**src/hw/rtl/swm_pkg.sv**
```systemverilog
`default_nettype none

package swm_pkg;

    localparam int WINDOW_MAX_DEF = 16;
    localparam int SAMPLE_W = 32;
    localparam int MEDIAN_W = 33;
    localparam int LEN_W = 5;
    // ages run up to window length minus one, window length at most 31 from the 5-bit length
    localparam int AGE_W = 8;

    typedef struct packed {
        logic                       valid;
        logic [AGE_W-1:0]           age;
        logic signed [SAMPLE_W-1:0] value;
    } cell_t;

    typedef struct packed {
        logic                       evict;
        logic [AGE_W-1:0]           age_last;
        logic signed [SAMPLE_W-1:0] sample;
    } cmd_t;

endpackage

`default_nettype wire

```
**src/hw/rtl/swm_cell.sv**
```systemverilog
`default_nettype none

module swm_cell
    import swm_pkg::*;
(
    input  wire logic  clk,
    input  wire logic  rst_n,
    input  wire logic  en,
    input  wire logic  flush,
    input  wire cmd_t  cmd,
    input  wire cell_t up_raw,
    input  wire cell_t low_post,
    input  wire logic  low_h,
    input  wire logic  low_p,
    output cell_t      raw,
    output cell_t      post,
    output logic       h,
    output logic       p
);

    logic                       valid_reg;
    logic [AGE_W-1:0]           age_reg;
    logic signed [SAMPLE_W-1:0] value_reg;
    cell_t                      next;
    logic                       del;

    always_comb
    begin
        raw.valid = valid_reg & ~flush;
        raw.age   = age_reg;
        raw.value = value_reg;
        del  = cmd.evict & raw.valid & (age_reg == cmd.age_last);
        // an entry removed here or below pulls the upper neighbor down
        p    = low_p | del;
        post = p ? up_raw : raw;
        // new sample lands at or below this slot
        h    = ~post.valid | (post.value > cmd.sample);
        if (h)
        begin
            if (low_h)
            begin
                next.valid = low_post.valid;
                next.age   = low_post.age + AGE_W'(1);
                next.value = low_post.value;
            end
            else
            begin
                next.valid = 1'b1;
                next.age   = '0;
                next.value = cmd.sample;
            end
        end
        else
        begin
            next.valid = post.valid;
            next.age   = post.age + AGE_W'(1);
            next.value = post.value;
        end
    end

    always_ff @(posedge clk or negedge rst_n)
    begin
        if (!rst_n)
        begin
            valid_reg <= 1'b0;
        end
        else if (en)
        begin
            valid_reg <= next.valid;
        end
    end

    always_ff @(posedge clk)
    begin
        if (en)
        begin
            age_reg   <= next.age;
            value_reg <= next.value;
        end
    end

endmodule

`default_nettype wire

```
**src/hw/rtl/sliding_window_median_core.sv**
```systemverilog
// result: an accepted sample that gives a word leaves it pending until the output register is free
// throughput: one sample per cycle while the output side keeps taking words
// the sorted cell row absorbs insert and evict in the accept cycle, the median
// tap is added into the output register when the pending word moves out
// reset: window empty, window_len = 3, no result pending
`default_nettype none

module sliding_window_median_core
    import swm_pkg::*;
#(
    parameter int WINDOW_MAX = WINDOW_MAX_DEF
)
(
    input  wire logic        clk,
    input  wire logic        rst_n,
    input  wire logic        s_tvalid,
    output logic             s_tready,
    input  wire logic [31:0] s_tdata,   // sample
    input  wire logic        s_tlast,   // end_of_sequence
    output logic             m_tvalid,
    input  wire logic        m_tready,
    output logic [39:0]      m_tdata,   // median_twice, zero fill
    output logic             m_tuser,   // partial
    input  wire logic        cfg_we,
    input  wire logic [4:0]  cfg_wdata
);

    localparam int CNT_W = $clog2(WINDOW_MAX + 1);
    localparam int IDX_W = (WINDOW_MAX > 1) ? $clog2(WINDOW_MAX) : 1;

    logic [LEN_W-1:0] len_reg;
    logic [CNT_W-1:0] fill_reg;
    logic             flush_reg;
    logic             pend_reg;
    logic             pend_partial_reg;
    logic [IDX_W-1:0] ia_reg;
    logic [IDX_W-1:0] ib_reg;
    logic             out_valid_reg;
    logic signed [MEDIAN_W-1:0] out_data_reg;
    logic             out_partial_reg;

    logic [CNT_W-1:0] len_eff;
    logic [CNT_W-1:0] fill_eff;
    logic [CNT_W-1:0] fill_new;
    logic             full_before;
    logic             accept;
    logic             move;
    logic             emit;
    cmd_t             cmd;

    cell_t raw_c   [WINDOW_MAX+1];
    cell_t post_c  [WINDOW_MAX+1];
    logic  h_c     [WINDOW_MAX+1];
    logic  p_c     [WINDOW_MAX+1];
    logic signed [SAMPLE_W-1:0] vals [WINDOW_MAX];

    always_comb
    begin
        if (len_reg == '0)
            len_eff = CNT_W'(1);
        else if (32'(len_reg) > 32'(WINDOW_MAX))
            len_eff = CNT_W'(WINDOW_MAX);
        else
            len_eff = CNT_W'(len_reg);
        fill_eff    = flush_reg ? '0 : fill_reg;
        full_before = fill_eff >= len_eff;
        fill_new    = full_before ? fill_eff : fill_eff + CNT_W'(1);
        emit        = (fill_new == len_eff) | s_tlast;
        move        = pend_reg & (~out_valid_reg | m_tready);
        s_tready    = ~pend_reg | move;
        accept      = s_tvalid & s_tready;
        cmd.evict    = full_before;
        cmd.age_last = AGE_W'(len_eff - CNT_W'(1));
        cmd.sample   = s_tdata;
    end

    // boundaries of the row
    assign raw_c[WINDOW_MAX] = '0;
    assign post_c[0] = '0;
    assign h_c[0]    = 1'b0;
    assign p_c[0]    = 1'b0;

    for (genvar i = 0; i < WINDOW_MAX; i++)
    begin : g_cell
        cell_t raw_i;
        cell_t post_i;
        logic  h_i;
        logic  p_i;

        swm_cell u_cell (
            .clk      (clk),
            .rst_n    (rst_n),
            .en       (accept),
            .flush    (flush_reg),
            .cmd      (cmd),
            .up_raw   (raw_c[i+1]),
            .low_post (post_c[i]),
            .low_h    (h_c[i]),
            .low_p    (p_c[i]),
            .raw      (raw_i),
            .post     (post_i),
            .h        (h_i),
            .p        (p_i)
        );

        assign raw_c[i]    = raw_i;
        assign post_c[i+1] = post_i;
        assign h_c[i+1]    = h_i;
        assign p_c[i+1]    = p_i;
        assign vals[i]     = raw_i.value;
    end

    always_ff @(posedge clk or negedge rst_n)
    begin
        if (!rst_n)
        begin
            len_reg       <= LEN_W'(3);
            fill_reg      <= '0;
            flush_reg     <= 1'b0;
            pend_reg      <= 1'b0;
            out_valid_reg <= 1'b0;
        end
        else
        begin
            if (cfg_we)
            begin
                len_reg   <= cfg_wdata;
                fill_reg  <= '0;
                flush_reg <= 1'b1;
            end
            else if (accept)
            begin
                fill_reg  <= fill_new;
                flush_reg <= s_tlast;
            end
            if (accept)
                pend_reg <= emit;
            else if (move)
                pend_reg <= 1'b0;
            if (move)
                out_valid_reg <= 1'b1;
            else if (m_tready)
                out_valid_reg <= 1'b0;
        end
    end

    always_ff @(posedge clk)
    begin
        if (accept)
        begin
            // middle pair of the sorted row, same slot twice for an odd count
            ia_reg           <= IDX_W'((fill_new - CNT_W'(1)) >> 1);
            ib_reg           <= IDX_W'(fill_new >> 1);
            pend_partial_reg <= (fill_new != len_eff);
        end
        if (move)
        begin
            out_data_reg    <= MEDIAN_W'(vals[ia_reg]) + MEDIAN_W'(vals[ib_reg]);
            out_partial_reg <= pend_partial_reg;
        end
    end

    assign m_tvalid = out_valid_reg;
    assign m_tdata  = {7'b0, out_data_reg};
    assign m_tuser  = out_partial_reg;

endmodule

`default_nettype wire

```
**config.mk**
```make
export PLATFORM = sky130hd
export DESIGN_NAME = sliding_window_median_core
export DESIGN_NICKNAME = d
export VERILOG_FILES = /design/src/hw/rtl/swm_pkg.sv /design/src/hw/rtl/swm_cell.sv /design/src/hw/rtl/sliding_window_median_core.sv
export SDC_FILE = /design/constraint.sdc
export NUM_CORES = 2
export LEC_CHECK = 0
export ABC_AREA = 1
export BUFFER_PORTS_ARGS = -buffer_cell sky130_fd_sc_hd__buf_2
export CAP_MARGIN = 20
export CORE_MARGIN = 4
export CORE_UTILIZATION = 40
export DETAILED_ROUTE_END_ITERATION = 8
export GPL_TIMING_DRIVEN = 1
export PLACE_DENSITY = 0.61
export SYNTH_ARGS = -nofsm -noshare
export SYNTH_HDL_FRONTEND = slang
export SYNTH_SLANG_ARGS = --single-unit
```
**constraint.sdc**
```tcl
create_clock -name clk -period 46.7 [get_ports clk]
set_clock_uncertainty 0.15 [all_clocks]
set_input_delay 4.67 -clock clk [delete_from_list [all_inputs] [get_ports clk]]
set_output_delay 4.67 -clock clk [all_outputs]
set_load 0.01 [all_outputs]
```
Word level (Yosys, flattened, before mapping)
Cells that the tools add are included.
Widths: inputs -> output; s select.
{ "op_classes": {"addsub": 20, "n_lt_le_gt_ge": 20, "eq_ne": 18, "n_mux": 65, "bitwise": 105, "n_reduce_logical": 4} }
{ "op_table": {"columns": ["operator", "n"], "rows": [
  ["$mux 41", 47],
  ["$gt 32x32->1", 16],
  ["$bmux 32 s4", 2],
  ["$add 8x1->8 const B", 16],
  ["$eq 8x8->1", 16],
  ["$mux 32", 4],
  ["$and 1x1->1", 50],
  ["$or 1x1->1", 34],
  ["$add 32x32->33", 1],
  ["$mux 5", 6],
  ["$not 1->1", 19],
  ["$ge 5x5->1 const B", 2],
  ["$not 4->5", 2],
  ["$mux 1", 6],
  ["$reduce_bool 2->1", 3],
  ["$sub 5x1->6 const B", 1],
  ["$add 5x1->5 const B", 1],
  ["$eq 5x5->1", 1],
  ["$ge 5x5->1", 1],
  ["$gt 5x5->1 const B", 1],
  ["$logic_not 5->1", 1],
  ["$ne 5x5->1", 1],
  ["$sub 5x1->5 const B", 1]
]} }
{ "word_totals": {"regBits": 712, "in_bits": 43} }

Longest topological paths before layout
{ "logic_depth": {"word_depth": 25, "ltp_mapped": 40, "ltp_nobuf": 38} }

Cells and area by module
Synthesis repeated with hierarchy kept, for this count alone.
{ "hier_totals": {"hier_cells": 12116, "area_unflattened_um2": 77536.9} }
{ "modules_own_cells": {"columns": ["module", "instances", "cells_each", "area_per_inst_um2", "seq_area_each_um2"], "rows": [
  ["swm_cell (g_cell[0].u_cell ...)", 10, 600, 3943.8, 1226.2],
  ["swm_cell (g_cell[4].u_cell ...)", 6, 604, 4033.9, 1226.2],
  ["sliding_window_median_core", 1, 2492, 13895.8, 1619.1]
]} }

Least setup slack after synthesis
Ideal clock, no wire load.
{ "synth_timing": {"path_type": "input to register", "startpoint": "in m_tready", "endpoint": "reg g_cell[10].u_cell.valid_reg", "setup_time_ps": 913, "t_arrival_ps": 23282, "t_required_ps": 45637, "setup_slack_ps": 22354, "stages": 6, "n_path_buf": 1, "path_cell_list": "inv_1 > nand3_1 > nand2_1 > clkinv_1 > clkbuf_1 > o21ai_0"} }
{ "synth_via": {"elab_chain_cells": 4} }
{ "synth_lines": {"columns": ["element", "line", "text"], "rows": [
  ["start: declaration", "sliding_window_median_core.sv:21", "input wire logic m_tready,"],
  ["$or 1x1->1", "sliding_window_median_core.sv:69", "move = pend_reg & (~out_valid_reg | m_tready);"],
  ["$and 1x1->1", "sliding_window_median_core.sv:69", null],
  ["$or 1x1->1", "sliding_window_median_core.sv:70", "s_tready = ~pend_reg | move;"],
  ["via s_tready", "sliding_window_median_core.sv:17", "output logic s_tready,"],
  ["$and 1x1->1", "sliding_window_median_core.sv:71", "accept = s_tvalid & s_tready;"],
  ["via accept", "sliding_window_median_core.sv:46", "logic accept;"],
  ["end signal: assignment", "swm_cell.sv:69", "valid_reg <= next.valid;"],
  ["end: declaration", "swm_cell.sv:21", "logic valid_reg;"]
]} }
The timed path passes the listed nets, and every way through them passes these cells.
A chain may end at the register's enable or synchronous reset.

==> impl_metrics.toml <==
[floorplan]
die-height_um = 412
die-area_um2 = 170000
core_area_um2 = 163000
die_w_um = 412
num_io_pins = 86
start_util_pct = 40.2
row_count = 148

[worst_hold_path]
hp-class = "reg -> reg"
hold_depth = 0
min_from = "pend_partial_reg"
whs_endpoint = "m_tuser"

[pwr]
p_per_area_nw_per_um2 = 37.2
switching_share_pct = 41.2
p_clk_share_pct = 27.8
irDropWorstVdd_mv = 0.0370
p_comb_share_pct = 38.4
report.power.total_mw = 2.61
p_seq_share_pct = 33.8
switchingPower_mw = 1.08
p_int_mw = 1.53
p_leak_nw = 29.3

[routing]
detail_route.wl_per_cell_um = 23.7
dr.pass1.iters = 8
vias = 67800
post-route-drc-count = 0
ant_nets = 0
postRouteWirelength_um = 264000
routed_via_density = 6.07
drt_iter0_drc = 7794

[sta]
holdWs_ns = 0.285
finalHoldViolCount = 0
setup_viol = 0
clock.fmax_mhz = 77.3
fin_crit_sh_pct = 27.7
worstMarginPinSlew_ns = 1.18
tns_ns = 0
relSlewSlack_pct = 20.4
rsz0062_at_grt = "false"
drv_slew = 0
fin_ws_ns = 33.76
finalCriticalPeriod_ns = 12.94

[setup_path]
critPathSlowestCell = "dfrtp_1"
worst_path_most_repeated_cell = "nor2_4"
path_class = "reg -> reg"
end_kind = "flop"
r2r_slack_ns = 33.76
critical_path.top_delay_family = "simple AND/OR/NAND/NOR gates"
ff2ff_path_depth = 35
crit_buf_inv = 8
cp.arrival_ns = 13.26
startpoint_type = "flop"
r2r_start = "flush_reg"
crit_required_ns = 47.02
max_stage_delay_ns = 0.96
crit_fanout = 64
r2r_end = "g_cell[15].u_cell.age_reg[3]"

[clock_tree]
cts.sinks = 712
cts.repair.resized = 0
clk_pin_slew_ns = 0.06
cts_root_buf = "clkbuf_16"
insertion_delay_ns = 0.74
cts_setup_buffers = 0
cts_tree = "done"
hold_buffers = 0
cts_made_buffers = 93
htreeDepth = 3
cts.path.max_buffers = 3

[placement]
hpwl_um = 189000
port_buffers = 78
gp_congestion = 0.951
place_inst = 11000
dp_slack_ns = 33.36

[synthesis]
synth-compound-area-share_pct = 27.1
synth_cells = 9193
synth_flop_cell = "edfxtp_1"
synth_area_per_cell_um2 = 7.12
syn_area_um2 = 65400
synth-xor-area-share_pct = 2.00
synth_edf_count = 683
yosysSeqAreaShare_pct = 32.5
ys_seq_elements = 712
async_flop_share_pct = 4.07
synth_cell_types = 60
muxShareOfSynthArea_pct = 0.0612
synth_fa_ha_area_share_pct = 10.9
synth_simple_gate_area_share_pct = 19.0
yosysWarnings = 0
synth_top_family_by_area = "compound AO/OA/AOI/OAI gates"

[run_status]
outcome = "finished clean"

[global_routing]
grt_max_degree = 204
first_global_vias = 64600
antenna_found_initial = 36
gr-usage-all-layers_pct = 29.9
grt_pass1_wl_um = 393000
overflow = 0

[final_layout]
area_growth_pct = 7.21
fin_cells = 11200
largest_reg_flops = 512
final_nets = 9496
drive_gt1_share_pct = 4.61

[job]
maxCapViolations = 0
## cell families after synthesis
group,Yosys count
AO/OA/AOI/OAI,3259
AND/OR/NAND/NOR,3084
buffers and inverters,1416
flip-flops,712
adder cells (fa/ha/maj),568
XOR/XNOR,149
multiplexers,4
other,1
## layer usage
metal / GRT usage [%] / share of wire [%]
met2: 48.7 / 46
met1: 37.5 / 40
met4: 15.8 / 6.0
met3: 5.78 / 8.8
met5: 0 / 0.027
## power by group through the flow
stage	registers [mW]	clock network (mW)	logic (mW)
after CTS	0.881	0.735	0.977
final	0.882	0.727	1.00
after floorplan	0.912	0	0.629
after global placement	0.892	0	0.955
after global routing	0.890	0.760	1.09
after detailed placement	0.894	0	0.972
## worst reg2reg max path: cells and delay by family (launching register included)
kind,cells,cell delay (ns)
simple gates,19,6.51
fa+ha+maj,2,0.59
xor+xnor,1,0.21
buf+inv,8,3.29
flops,1,0.96
compound gates,5,0.98
## cell type report
cell class | count | area (um^2)
Fill cell | 16800 | 92500
Clock inverter | 51 | 382
Inverter | 806 | 3040
Sequential cell | 712 | 21200
Clock buffer | 124 | 2560
Tap cell | 2175 | 2720
Antenna cell | 26 | 65.1
Timing Repair Buffer | 201 | 1390
Multi-Input combinational cell | 7071 | 38700
## cell usage after synthesis, types with 4 or more instances
library cell | number | share of area [%]
nor3b_1 | 4 | 0.046
dfrtp_1 | 27 | 1.0
o21a_1 | 25 | 0.29
inv_2 | 10 | 0.057
buf_2 | 61 | 0.47
nand4_4 | 4 | 0.13
nor3_1 | 43 | 0.33
mux2i_1 | 4 | 0.061
nor4_1 | 31 | 0.30
o22ai_1 | 147 | 1.4
a21o_1 | 5 | 0.057
o21bai_1 | 50 | 0.57
nand4_1 | 85 | 0.81
nand2_1 | 1605 | 9.2
xor2_1 | 82 | 1.1
nand3_1 | 175 | 1.3
buf_6 | 4 | 0.069
ha_1 | 567 | 11
a21oi_2 | 9 | 0.12
inv_1 | 788 | 4.5
nor2_1 | 1091 | 6.3
nand3b_1 | 12 | 0.14
o2111ai_1 | 16 | 0.21
nand2_2 | 7 | 0.067
a2111oi_0 | 4 | 0.054
xnor2_1 | 67 | 0.90
o21ai_0 | 1384 | 11
clkbuf_1 | 438 | 2.5
o211ai_1 | 70 | 0.80
or2_2 | 8 | 0.077
edfxtp_1 | 683 | 31
o21ai_1 | 88 | 0.67
a21oi_1 | 1180 | 9.0
a31oi_1 | 109 | 1.0
nor2_4 | 6 | 0.10
buf_1 | 67 | 0.38
buf_4 | 38 | 0.44
clkinv_1 | 8 | 0.046
a211oi_1 | 29 | 0.33
a221oi_1 | 9 | 0.12
o221ai_1 | 124 | 1.7
## cell usage in the layout (no fill, tap or decap), types with 16 or more instances in the layout
cell and count:
nand2_2 16, a21oi_1 1179, ha_1 567, o211ai_1 70, nor2_1 1091, nor4_1 31
nand2_1 1585, clkinv_1 30, inv_2 18, xor2_1 82, nand4_1 85, dfrtp_1 27
clkbuf_1 22, clkbuf_16 95, o21a_1 25, a211oi_1 29, nand3_1 175, a31oi_1 109
o221ai_1 124, edfxtp_1 683, buf_4 116, o2111ai_1 16, o21ai_1 88, diode_2 26
clkinv_2 16, nor3_1 43, buf_2 79, inv_1 780, o21ai_0 1384, o21bai_1 50
o22ai_1 147, xnor2_1 67
## worst max path at each step
stage	start	end	slack (ns)	cells past startpoint
floorplan	m_tready	g_cell[10].u_cell.valid_reg	22.35	6
global placement	flush_reg	g_cell[15].u_cell.age_reg[3]	33.69	34
detailed placement	flush_reg	g_cell[15].u_cell.age_reg[3]	33.36	34
CTS	flush_reg	g_cell[15].u_cell.age_reg[3]	33.31	34
global route	flush_reg	g_cell[15].u_cell.age_reg[3]	32.91	35
finish	flush_reg	g_cell[15].u_cell.age_reg[3]	33.76	35
## metrics by stage
stage	util, %	cell area [um^2]
after global placement	41.2	67100
after CTS	43.1	70000
after detailed placement	41.2	67100
after global routing	43.1	70100
final	43.1	70100
after floorplan	-	65400
Power figures use the tool's default switching activity.
